## config.mk

```make
export PLATFORM = sky130hd
export DESIGN_NAME = font_package_verifier_unit_flat
export DESIGN_NICKNAME = d
export VERILOG_FILES = /design/src/rtl/fpv_pkg.sv /design/src/rtl/fpv_ifs.sv /design/src/rtl/font_package_verifier_unit.sv /design/src/rtl/fpv_regs.sv /design/src/flat_wrapper.sv
export VERILOG_INCLUDE_DIRS = /design/src /design/src/rtl
export SDC_FILE = /design/constraint.sdc
export NUM_CORES = 1
export LEC_CHECK = 0
export BUFFER_PORTS_ARGS = -buffer_cell sky130_fd_sc_hd__buf_2
export CORE_ASPECT_RATIO = 1.1
export CORE_UTILIZATION = 47
export DETAILED_ROUTE_END_ITERATION = 8
export PLACE_DENSITY = 0.67
export SYNTH_ARGS = -nofsm -noshare
export SYNTH_HDL_FRONTEND = slang
export SYNTH_SLANG_ARGS = --single-unit
```

## constraint.sdc

```tcl
create_clock -name clk -period 3.2 [get_ports clk]
set_input_delay 0.32 -clock clk [delete_from_list [all_inputs] [get_ports clk]]
set_output_delay 0.32 -clock clk [all_outputs]
set_load 0.01 [all_outputs]
```

## src/rtl/font_package_verifier_unit_macros.svh

```systemverilog
// assertion macros for the font package verifier
// used by the top level; no other dependencies
`ifndef FONT_PACKAGE_VERIFIER_UNIT_MACROS_SVH
`define FONT_PACKAGE_VERIFIER_UNIT_MACROS_SVH

// condition holds in the same cycle as the trigger
`define FPV_ASSERT_SAME(label, clk, rst_n, trig, cond) \
    label: assert property (@(posedge clk) disable iff (!rst_n) (trig) |-> (cond)) \
        else $error("font package verifier check failed");

// condition holds in the cycle after the trigger
`define FPV_ASSERT_NEXT(label, clk, rst_n, trig, cond) \
    label: assert property (@(posedge clk) disable iff (!rst_n) (trig) |=> (cond)) \
        else $error("font package verifier check failed");

`endif

```

## src/rtl/fpv_pkg.sv

```systemverilog
// shared types and constants for the font package verifier
// no dependencies
`default_nettype none

package fpv_pkg;

    // package layout
    localparam int HEADER_BYTES  = 32;
    localparam int CHECKED_BYTES = 23;
    localparam int HDR_IDX_W     = 5;

    // byte counter
    localparam int POS_W = 24;
    localparam logic [POS_W-1:0] POS_MAX = {POS_W{1'b1}};

    // crc-32, reflected
    localparam logic [31:0] CRC_POLY = 32'hEDB8_8320;
    localparam logic [31:0] CRC_INIT = 32'hFFFF_FFFF;

    // verdict codes
    localparam logic [1:0] VERDICT_OK     = 2'd0;
    localparam logic [1:0] VERDICT_HEADER = 2'd1;
    localparam logic [1:0] VERDICT_LENGTH = 2'd2;
    localparam logic [1:0] VERDICT_CRC    = 2'd3;

    // register map
    localparam int CFG_ADDR_W = 5;
    localparam int CFG_IDX_W  = 3;
    localparam logic [CFG_IDX_W-1:0] REG_MAGIC    = 3'd0;
    localparam logic [CFG_IDX_W-1:0] REG_VERSION  = 3'd1;
    localparam logic [CFG_IDX_W-1:0] REG_PAYLOAD  = 3'd2;
    localparam logic [CFG_IDX_W-1:0] REG_CRC      = 3'd3;
    localparam logic [CFG_IDX_W-1:0] REG_GLYPHS   = 3'd4;
    localparam logic [CFG_IDX_W-1:0] REG_PIXEL_HT = 3'd5;
    localparam logic [CFG_IDX_W-1:0] REG_BPP      = 3'd6;

    // configuration seen by the datapath
    typedef struct packed {
        logic [31:0] magic_word;
        logic [15:0] format_version;
        logic [22:0] payload_bytes;
        logic [31:0] expected_crc;
        logic [31:0] glyph_total;
        logic [15:0] pixel_height;
        logic [7:0]  bits_per_pixel;
    } fpv_cfg_t;

endpackage

`default_nettype wire

```

## src/rtl/fpv_ifs.sv

```systemverilog
// valid/ready channel interfaces for package bytes and results
// depends on fpv_pkg
`default_nettype none

// package byte channel
interface fpv_byte_if import fpv_pkg::*; ();
    logic       valid;
    logic       ready;
    logic [7:0] data_byte;
    logic       final_byte;

    modport source (output valid, output data_byte, output final_byte, input ready);
    modport sink   (input valid, input data_byte, input final_byte, output ready);
endinterface

// result channel
interface fpv_result_if import fpv_pkg::*; ();
    logic        valid;
    logic        ready;
    logic [1:0]  verdict;
    logic [31:0] computed_crc;

    modport source (output valid, output verdict, output computed_crc, input ready);
    modport sink   (input valid, input verdict, input computed_crc, output ready);
endinterface

`default_nettype wire

```

## src/rtl/font_package_verifier_unit.sv

```systemverilog
// font package verifier: header check, payload crc-32 and final verdict
// depends on fpv_pkg, fpv_ifs, fpv_regs and the macros header
`default_nettype none
`include "font_package_verifier_unit_macros.svh"

// Takes one package byte per cycle with no gaps needed between packages: the
// byte-wide CRC-32 update and the header compare are both combinational.
// The result for a package appears on result_out in the cycle after its final
// byte is transferred and sits in an output register; byte_in stalls only while
// that register holds a result that has not been taken. Bytes without the final
// flag produce no result. No clearing pass is needed after reset.
// Registers: magic 0x00, version 0x04, payload bytes 0x08, expected crc 0x0C,
// glyph count 0x10, pixel height 0x14, bits per pixel 0x18.
module font_package_verifier_unit
    import fpv_pkg::*;
(
    input  wire logic                  clk,
    input  wire logic                  rst_n,
    input  wire logic                  psel,
    input  wire logic                  penable,
    input  wire logic                  pwrite,
    input  wire logic [CFG_ADDR_W-1:0] paddr,
    input  wire logic [31:0]           pwdata,
    output logic      [31:0]           prdata,
    output logic                       pready,
    fpv_byte_if.sink                   byte_in,
    fpv_result_if.source               result_out
);

    fpv_cfg_t cfg;

    fpv_regs u_regs (
        .clk     (clk),
        .rst_n   (rst_n),
        .psel    (psel),
        .penable (penable),
        .pwrite  (pwrite),
        .paddr   (paddr),
        .pwdata  (pwdata),
        .prdata  (prdata),
        .pready  (pready),
        .cfg     (cfg)
    );

    // one byte through the reflected crc
    function automatic logic [31:0] crc_byte(input logic [31:0] crc, input logic [7:0] b);
        logic [31:0] c;
        c = crc ^ {24'd0, b};
        for (int k = 0; k < 8; k++)
        begin
            c = c[0] ? ((c >> 1) ^ CRC_POLY) : (c >> 1);
        end
        return c;
    endfunction

    // byte lane of a little-endian word
    function automatic logic [7:0] lane8(input logic [31:0] word, input logic [1:0] sel);
        return word[{sel, 3'b000} +: 8];
    endfunction

    // expected value of a checked header byte
    function automatic logic [7:0] header_expect(input logic [HDR_IDX_W-1:0] idx,
                                                 input fpv_cfg_t c);
        logic [31:0] hdr_size;
        hdr_size = {16'd0, 16'(HEADER_BYTES)};
        priority if (idx < 5'd4)
            return lane8(c.magic_word, idx[1:0]);
        else if (idx < 5'd6)
            return lane8({16'd0, c.format_version}, {1'b0, idx[0]});
        else if (idx < 5'd8)
            return lane8(hdr_size, {1'b0, idx[0]});
        else if (idx < 5'd12)
            return lane8({9'd0, c.payload_bytes}, idx[1:0]);
        else if (idx < 5'd16)
            return lane8(c.expected_crc, idx[1:0]);
        else if (idx < 5'd20)
            return lane8(c.glyph_total, idx[1:0]);
        else if (idx < 5'd22)
            return lane8({16'd0, c.pixel_height}, idx[1:0]);
        else
            return c.bits_per_pixel;
    endfunction

    logic [POS_W-1:0] byte_position_reg;
    logic             header_agrees_reg;
    logic [31:0]      running_crc_reg;
    logic             out_valid_reg;
    logic [1:0]       verdict_reg;
    logic [31:0]      computed_crc_reg;

    logic             in_xfer;
    logic             in_header;
    logic             byte_checked;
    logic [POS_W-1:0] byte_position_next;
    logic             header_agrees_next;
    logic [31:0]      running_crc_next;
    logic [31:0]      crc_final;
    logic [POS_W-1:0] expected_length;
    logic [1:0]       verdict_next;

    // input is free whenever the result register is empty or draining
    assign byte_in.ready = !out_valid_reg || result_out.ready;
    assign in_xfer       = byte_in.valid && byte_in.ready;

    // per-byte update
    always_comb
    begin
        in_header    = byte_position_reg < POS_W'(HEADER_BYTES);
        byte_checked = byte_position_reg < POS_W'(CHECKED_BYTES);

        header_agrees_next = header_agrees_reg;
        if (byte_checked
            && header_expect(byte_position_reg[HDR_IDX_W-1:0], cfg) != byte_in.data_byte)
        begin
            header_agrees_next = 1'b0;
        end

        running_crc_next = in_header ? running_crc_reg
                                     : crc_byte(running_crc_reg, byte_in.data_byte);

        byte_position_next = (byte_position_reg != POS_MAX) ? byte_position_reg + 1'b1
                                                             : byte_position_reg;
    end

    // verdict for a package ending on this byte
    always_comb
    begin
        crc_final       = running_crc_next ^ CRC_INIT;
        expected_length = POS_W'(HEADER_BYTES) + POS_W'(cfg.payload_bytes);
        priority if (!header_agrees_next || byte_position_next < POS_W'(HEADER_BYTES))
            verdict_next = VERDICT_HEADER;
        else if (byte_position_next != expected_length)
            verdict_next = VERDICT_LENGTH;
        else if (crc_final != cfg.expected_crc)
            verdict_next = VERDICT_CRC;
        else
            verdict_next = VERDICT_OK;
    end

    // package state, cleared after the final byte
    always_ff @(posedge clk or negedge rst_n)
    begin
        if (!rst_n)
        begin
            byte_position_reg <= '0;
            header_agrees_reg <= 1'b1;
            running_crc_reg   <= CRC_INIT;
        end
        else if (in_xfer)
        begin
            if (byte_in.final_byte)
            begin
                byte_position_reg <= '0;
                header_agrees_reg <= 1'b1;
                running_crc_reg   <= CRC_INIT;
            end
            else
            begin
                byte_position_reg <= byte_position_next;
                header_agrees_reg <= header_agrees_next;
                running_crc_reg   <= running_crc_next;
            end
        end
    end

    // result register valid
    always_ff @(posedge clk or negedge rst_n)
    begin
        if (!rst_n)
        begin
            out_valid_reg <= 1'b0;
        end
        else if (in_xfer && byte_in.final_byte)
        begin
            out_valid_reg <= 1'b1;
        end
        else if (result_out.ready)
        begin
            out_valid_reg <= 1'b0;
        end
    end

    // result payload
    always_ff @(posedge clk)
    begin
        if (in_xfer && byte_in.final_byte)
        begin
            verdict_reg      <= verdict_next;
            computed_crc_reg <= crc_final;
        end
    end

    assign result_out.valid        = out_valid_reg;
    assign result_out.verdict      = verdict_reg;
    assign result_out.computed_crc = computed_crc_reg;

    // checks
    `FPV_ASSERT_NEXT(a_final_gives_result, clk, rst_n, in_xfer && byte_in.final_byte, result_out.valid)
    `FPV_ASSERT_NEXT(a_final_clears_count, clk, rst_n, in_xfer && byte_in.final_byte, byte_position_reg == '0)
    `FPV_ASSERT_SAME(a_held_result_stalls, clk, rst_n, result_out.valid && !result_out.ready, !byte_in.ready)
    `FPV_ASSERT_SAME(a_mismatch_needs_bytes, clk, rst_n, !header_agrees_reg, byte_position_reg != '0)

endmodule

`default_nettype wire

```

## src/rtl/fpv_regs.sv

```systemverilog
// apb configuration registers of the font package verifier
// depends on fpv_pkg
`default_nettype none

module fpv_regs
    import fpv_pkg::*;
(
    input  wire logic                  clk,
    input  wire logic                  rst_n,
    input  wire logic                  psel,
    input  wire logic                  penable,
    input  wire logic                  pwrite,
    input  wire logic [CFG_ADDR_W-1:0] paddr,
    input  wire logic [31:0]           pwdata,
    output logic      [31:0]           prdata,
    output logic                       pready,
    output fpv_cfg_t                   cfg
);

    fpv_cfg_t             cfg_reg;
    logic                 wr_en;
    logic [CFG_IDX_W-1:0] reg_idx;

    assign pready  = 1'b1;
    assign wr_en   = psel && penable && pwrite && pready;
    assign reg_idx = paddr[CFG_ADDR_W-1:2];
    assign cfg     = cfg_reg;

    // register writes, each masked to its width
    always_ff @(posedge clk or negedge rst_n)
    begin
        if (!rst_n)
        begin
            cfg_reg <= '0;
        end
        else if (wr_en)
        begin
            unique case (reg_idx)
                REG_MAGIC:    cfg_reg.magic_word     <= pwdata;
                REG_VERSION:  cfg_reg.format_version <= pwdata[15:0];
                REG_PAYLOAD:  cfg_reg.payload_bytes  <= pwdata[22:0];
                REG_CRC:      cfg_reg.expected_crc   <= pwdata;
                REG_GLYPHS:   cfg_reg.glyph_total    <= pwdata;
                REG_PIXEL_HT: cfg_reg.pixel_height   <= pwdata[15:0];
                REG_BPP:      cfg_reg.bits_per_pixel <= pwdata[7:0];
                default:      ;
            endcase
        end
    end

    // read back
    always_comb
    begin
        unique case (reg_idx)
            REG_MAGIC:    prdata = cfg_reg.magic_word;
            REG_VERSION:  prdata = {16'd0, cfg_reg.format_version};
            REG_PAYLOAD:  prdata = {9'd0, cfg_reg.payload_bytes};
            REG_CRC:      prdata = cfg_reg.expected_crc;
            REG_GLYPHS:   prdata = cfg_reg.glyph_total;
            REG_PIXEL_HT: prdata = {16'd0, cfg_reg.pixel_height};
            REG_BPP:      prdata = {24'd0, cfg_reg.bits_per_pixel};
            default:      prdata = 32'd0;
        endcase
    end

endmodule

`default_nettype wire

```

## src/flat_wrapper.sv

```systemverilog
// flat-port wrapper written by rule: the top's interface ports become plain ports
module font_package_verifier_unit_flat import fpv_pkg::*;
  (clk, rst_n, psel, penable, pwrite, paddr, pwdata, prdata, pready, byte_in_valid, byte_in_data_byte, byte_in_final_byte, byte_in_ready, result_out_valid, result_out_verdict, result_out_computed_crc, result_out_ready);
  fpv_byte_if byte_in_i ();
  fpv_result_if result_out_i ();
  input  wire logic clk;
  input  wire logic rst_n;
  input  wire logic psel;
  input  wire logic penable;
  input  wire logic pwrite;
  input  wire logic [CFG_ADDR_W-1:0] paddr;
  input  wire logic [31:0] pwdata;
  output logic      [31:0] prdata;
  output logic pready;
  input wire logic [$bits(byte_in_i.valid)-1:0] byte_in_valid;
  input wire logic [$bits(byte_in_i.data_byte)-1:0] byte_in_data_byte;
  input wire logic [$bits(byte_in_i.final_byte)-1:0] byte_in_final_byte;
  output wire logic [$bits(byte_in_i.ready)-1:0] byte_in_ready;
  output wire logic [$bits(result_out_i.valid)-1:0] result_out_valid;
  output wire logic [$bits(result_out_i.verdict)-1:0] result_out_verdict;
  output wire logic [$bits(result_out_i.computed_crc)-1:0] result_out_computed_crc;
  input wire logic [$bits(result_out_i.ready)-1:0] result_out_ready;
  assign byte_in_i.valid = byte_in_valid;
  assign byte_in_i.data_byte = byte_in_data_byte;
  assign byte_in_i.final_byte = byte_in_final_byte;
  assign byte_in_ready = byte_in_i.ready;
  assign result_out_valid = result_out_i.valid;
  assign result_out_verdict = result_out_i.verdict;
  assign result_out_computed_crc = result_out_i.computed_crc;
  assign result_out_i.ready = result_out_ready;
  font_package_verifier_unit u_core (.clk(clk), .rst_n(rst_n), .psel(psel), .penable(penable), .pwrite(pwrite), .paddr(paddr), .pwdata(pwdata), .prdata(prdata), .pready(pready), .byte_in(byte_in_i), .result_out(result_out_i));
endmodule
```

==> reports/metrics.csv <==
stage,metric,value,unit
routing,Routed WL,53700,um
setup_path,Setup CP Type,reg2reg,
layout,area grow syn2layout,21.7,%
global_route,GRT overflow,0,
place,GPL Wtd Cong,0.974,
routing,DRC,0,
yosys,Mapped Area,15800,um^2
global_route,All-Layer GR Usage,31.5,%
yosys,post-synth net total,1560,
sta,Post-Route Skew,0.0258,ns
floorplan,area of the die,34400,um^2
yosys,register area share after synthesis,41.1,%
clock_network,CTS Buf Count,28,
pwr,Sw Share,34.8,%
yosys,Post-synth EDFFs,34,
yosys,Main synth FF type,dfrtp_1,
routing,routed len/inst,24.5,um
status,status,"complete, but fails checks",
pwr,power share of the sequential group,38.6,%
yosys,top cell type by total area after synthesis,dfrtp_1,
sta,post-layout minimum cycle time,3.22,ns
pwr,Peak supply drop,515,uV
routing,DR pass1 iterations,5,
layout,layout cells sized above 1,36.0,%
yosys,Seq cells post-synth,251,
pwr,P per Cell Area,584,nW/um^2
layout,max reg flops,159,
pwr,sw power,0.00390,W
global_route,largest net degree at the start of global routing,79,
yosys,top-count cell post-synth,dfrtp_1,
sta,RSZ-0062 raised after global routing,yes,
routing,Iter 0 DRT Violations,1166,
status,failing checks,negative setup slack,
clock_network,CTS tree,done,
place,DP HPWL,39700,um
layout,nets,1793,
floorplan,Starting Density,47.6,%
layout,post-route insts no fill,2190,
sta,Final setup viols,1,
pwr,clock power share,29.3,%
yosys,YS warnings,0,
setup_path,"Arr. time, crit path",3.51,ns
layout,antenna cells,0,
clock_network,Clock Tree Buf Depth,3,
routing,vias per cell,6.13,
sta,relative slew slack,47.3,%
floorplan,Die X-Extent,177,um
global_route,vias in the first global route,13300,
yosys,Post-synth ARST share,86.5,%
clock_network,CTS H-Tree Depth,1,
floorplan,Ports,122,
setup_path,CP Max Fanout,7,
global_route,first-pass GRT wire length,81600,um
routing,vias post-DR,13400,
worst_hold_path,HP Class,in2reg,
yosys,Synth cell types,81,
clock_network,"Clk Latency, worst-skew pair",0.57,ns
yosys,top-area cell type share of the netlist area,29.1,%
sta,Max Freq,310,MHz
run,MaxCap Viol Count,0,
sta,final hold vios,0,
pwr,Cell Int Power,0.00731,W
sta,max-slew violations,0,
clock_network,Worst-path clk slew,0.06,ns
floorplan,Core Region,33200,um^2
pwr,Gate power share,32.1,%
setup_path,Critical Path End Type,register,
pwr,leakage power figure,8.15,nW
sta,worst setup margin,-0.0227,ns
place,PortBufs,118,
yosys,Cells after Synth,1505,
setup_path,worst path required time,3.49,ns
clock_network,Num Clock Sinks,251,
place,number of instances in the placed design,2133,
global_route,initial antenna violation count,0,
clock_network,Clk Tree Root Cell,clkbuf_16,
setup_path,Startpoint Class,register,
place,pre-CTS worst setup slack,-0.178,ns
floorplan,row cnt,70,
yosys,average cell area after synthesis,10.5,um^2
sta,WHS,0.00823,ns
sta,post-route clock period utilization,101,%
yosys,Commonest cells post-synth,"184 x dfrtp_1, 163 x mux2_2, 130 x nor2_1",
routing,post-route ant nets,0,
yosys,synth top area cells,"dfrtp_1 29%, mux2_2 12%, edfxtp_1 6.5%, dfstp_2 5.5%, xnor2_1 5.3%",
sta,Worst Tran Pin Value,0.790,ns
floorplan,Chip Height,194,um
setup_path,"reg-to-reg slack, setup",-0.02,ns
==> per-layer routing <==
layer | track usage [%] | part of all wire (%) | vias to the layer above
li1 | - | - | 5951
met1 | 43.1 | 41 | 6667
met2 | 49.9 | 46 | 685
met3 | 4.24 | 8.3 | 129
met4 | 13.2 | 4.6 | 0
met5 | 0 | 0 | -
==> cells in the final DEF, fill, tap and decap left out, types with 7 or more instances in the layout <==
cell | netlist | routed
a211oi_1 | 12 | 10
a21oi_1 | 99 | 99
a22o_1 | 10 | 10
a22oi_1 | 10 | 10
a31oi_1 | 13 | 13
and2_1 | 8 | 8
and3_1 | 10 | 8
buf_12 | 0 | 7
buf_2 | 8 | 117
buf_4 | 2 | 180
clkbuf_1 | 75 | 7
clkbuf_16 | 0 | 29
dfrtp_1 | 184 | 182
dfstp_2 | 33 | 33
edfxtp_1 | 34 | 34
inv_1 | 13 | 13
mux2_2 | 163 | 163
mux2i_1 | 80 | 78
mux4_2 | 27 | 27
nand2_1 | 98 | 97
nand2b_1 | 11 | 11
nand3_1 | 28 | 26
nand4_1 | 20 | 20
nor2_1 | 130 | 124
nor2b_1 | 11 | 11
nor3_1 | 23 | 21
nor4_1 | 17 | 12
o211ai_1 | 9 | 9
o21ai_0 | 91 | 89
o221ai_1 | 8 | 8
o31ai_1 | 14 | 13
xnor2_1 | 95 | 92
xnor2_2 | 8 | 8
xnor2_4 | 6 | 9
xnor3_1 | 9 | 9
xor2_1 | 45 | 43
==> per-stage QoR <==
step,utilization [%],cell area (um^2),setup TNS (ns),power [W]
detailed placement,54.1,18000,-0.329,0.00779
global placement,54.1,18000,-0.251,0.00773
CTS,57.2,19000,0,0.0111
floorplan,-,15800,0,0.00630
global route,57.9,19200,-0.272,0.0117
finish,57.9,19200,-0.0227,0.0112
==> final timing paths <==
| path | end | from | cells after the start |
|---|---|---|---|
| setup / recovery | u_core.result_out.verdict[1] | u_core.running_crc_reg[6] | 13 |
| hold / removal | u_core.u_regs.cfg[79] | pwdata[23] | 2 |
| setup reg to reg | u_core.result_out.verdict[1] | u_core.running_crc_reg[6] | 13 |
| hold reg to reg | u_core.header_agrees_reg | u_core.header_agrees_reg | 2 |
| max in group asynchronous | u_core.running_crc_reg[9] | rst_n | 3 |
| min in group asynchronous | u_core.u_regs.cfg[39] | rst_n | 2 |
==> what timing repair did <==
item / CTS / global route
hold buffers: 1 / 0
setup endpoints to repair: 2 / 3
hold endpoints to repair: 70 / 0
setup buffers: 1 / 5
resized for setup: 12 / 30
pin swaps: 1 / 12
==> cells by family after synthesis <==
kind of cell	count (synthesis)	share of synthesized area, %
muxes	271	20.6
other	1	0.0237
AOI/OAI and AO/OA	311	12.1
and+or+nand+nor	387	11.6
adders and majority gates	2	0.158
buffers and inverters	117	3.10
DFF	251	41.1
xor gates and xnor gates	165	11.2
==> critical path, cell delays in order, from the launching register on <==
cell and delay, ns:
dfstp_2 0.63, xnor2_4 0.17, xnor2_4 0.11, buf_12 0.16
buf_12 0.12, xnor2_4 0.13, xnor2_2 0.15, or3_4 0.40
a2111oi_4 0.30, a41oi_2 0.18, buf_4 0.18, nor3b_2 0.24
buf_4 0.15, a21oi_1 0.05
==> layout make-up <==
cell class	instances	area, um^2
timing repair buffer	306	2100
multi-input combinational	1137	9100
clock inverter	9	111
tap	432	541
inverter	14	52.6
fill	2822	14000
sequential	251	6490
clock buffer	41	821
==> power by group through the flow <==
stage               Combinational, W  Clock [W]  Sequential (W)
finish                       0.00360    0.00328         0.00433
global route                 0.00386    0.00346         0.00435
CTS                          0.00349    0.00333         0.00429
detailed placement           0.00345          0         0.00434
global placement             0.00341          0         0.00432
floorplan                    0.00227          0         0.00403
Power figures use the tool's default switching activity.
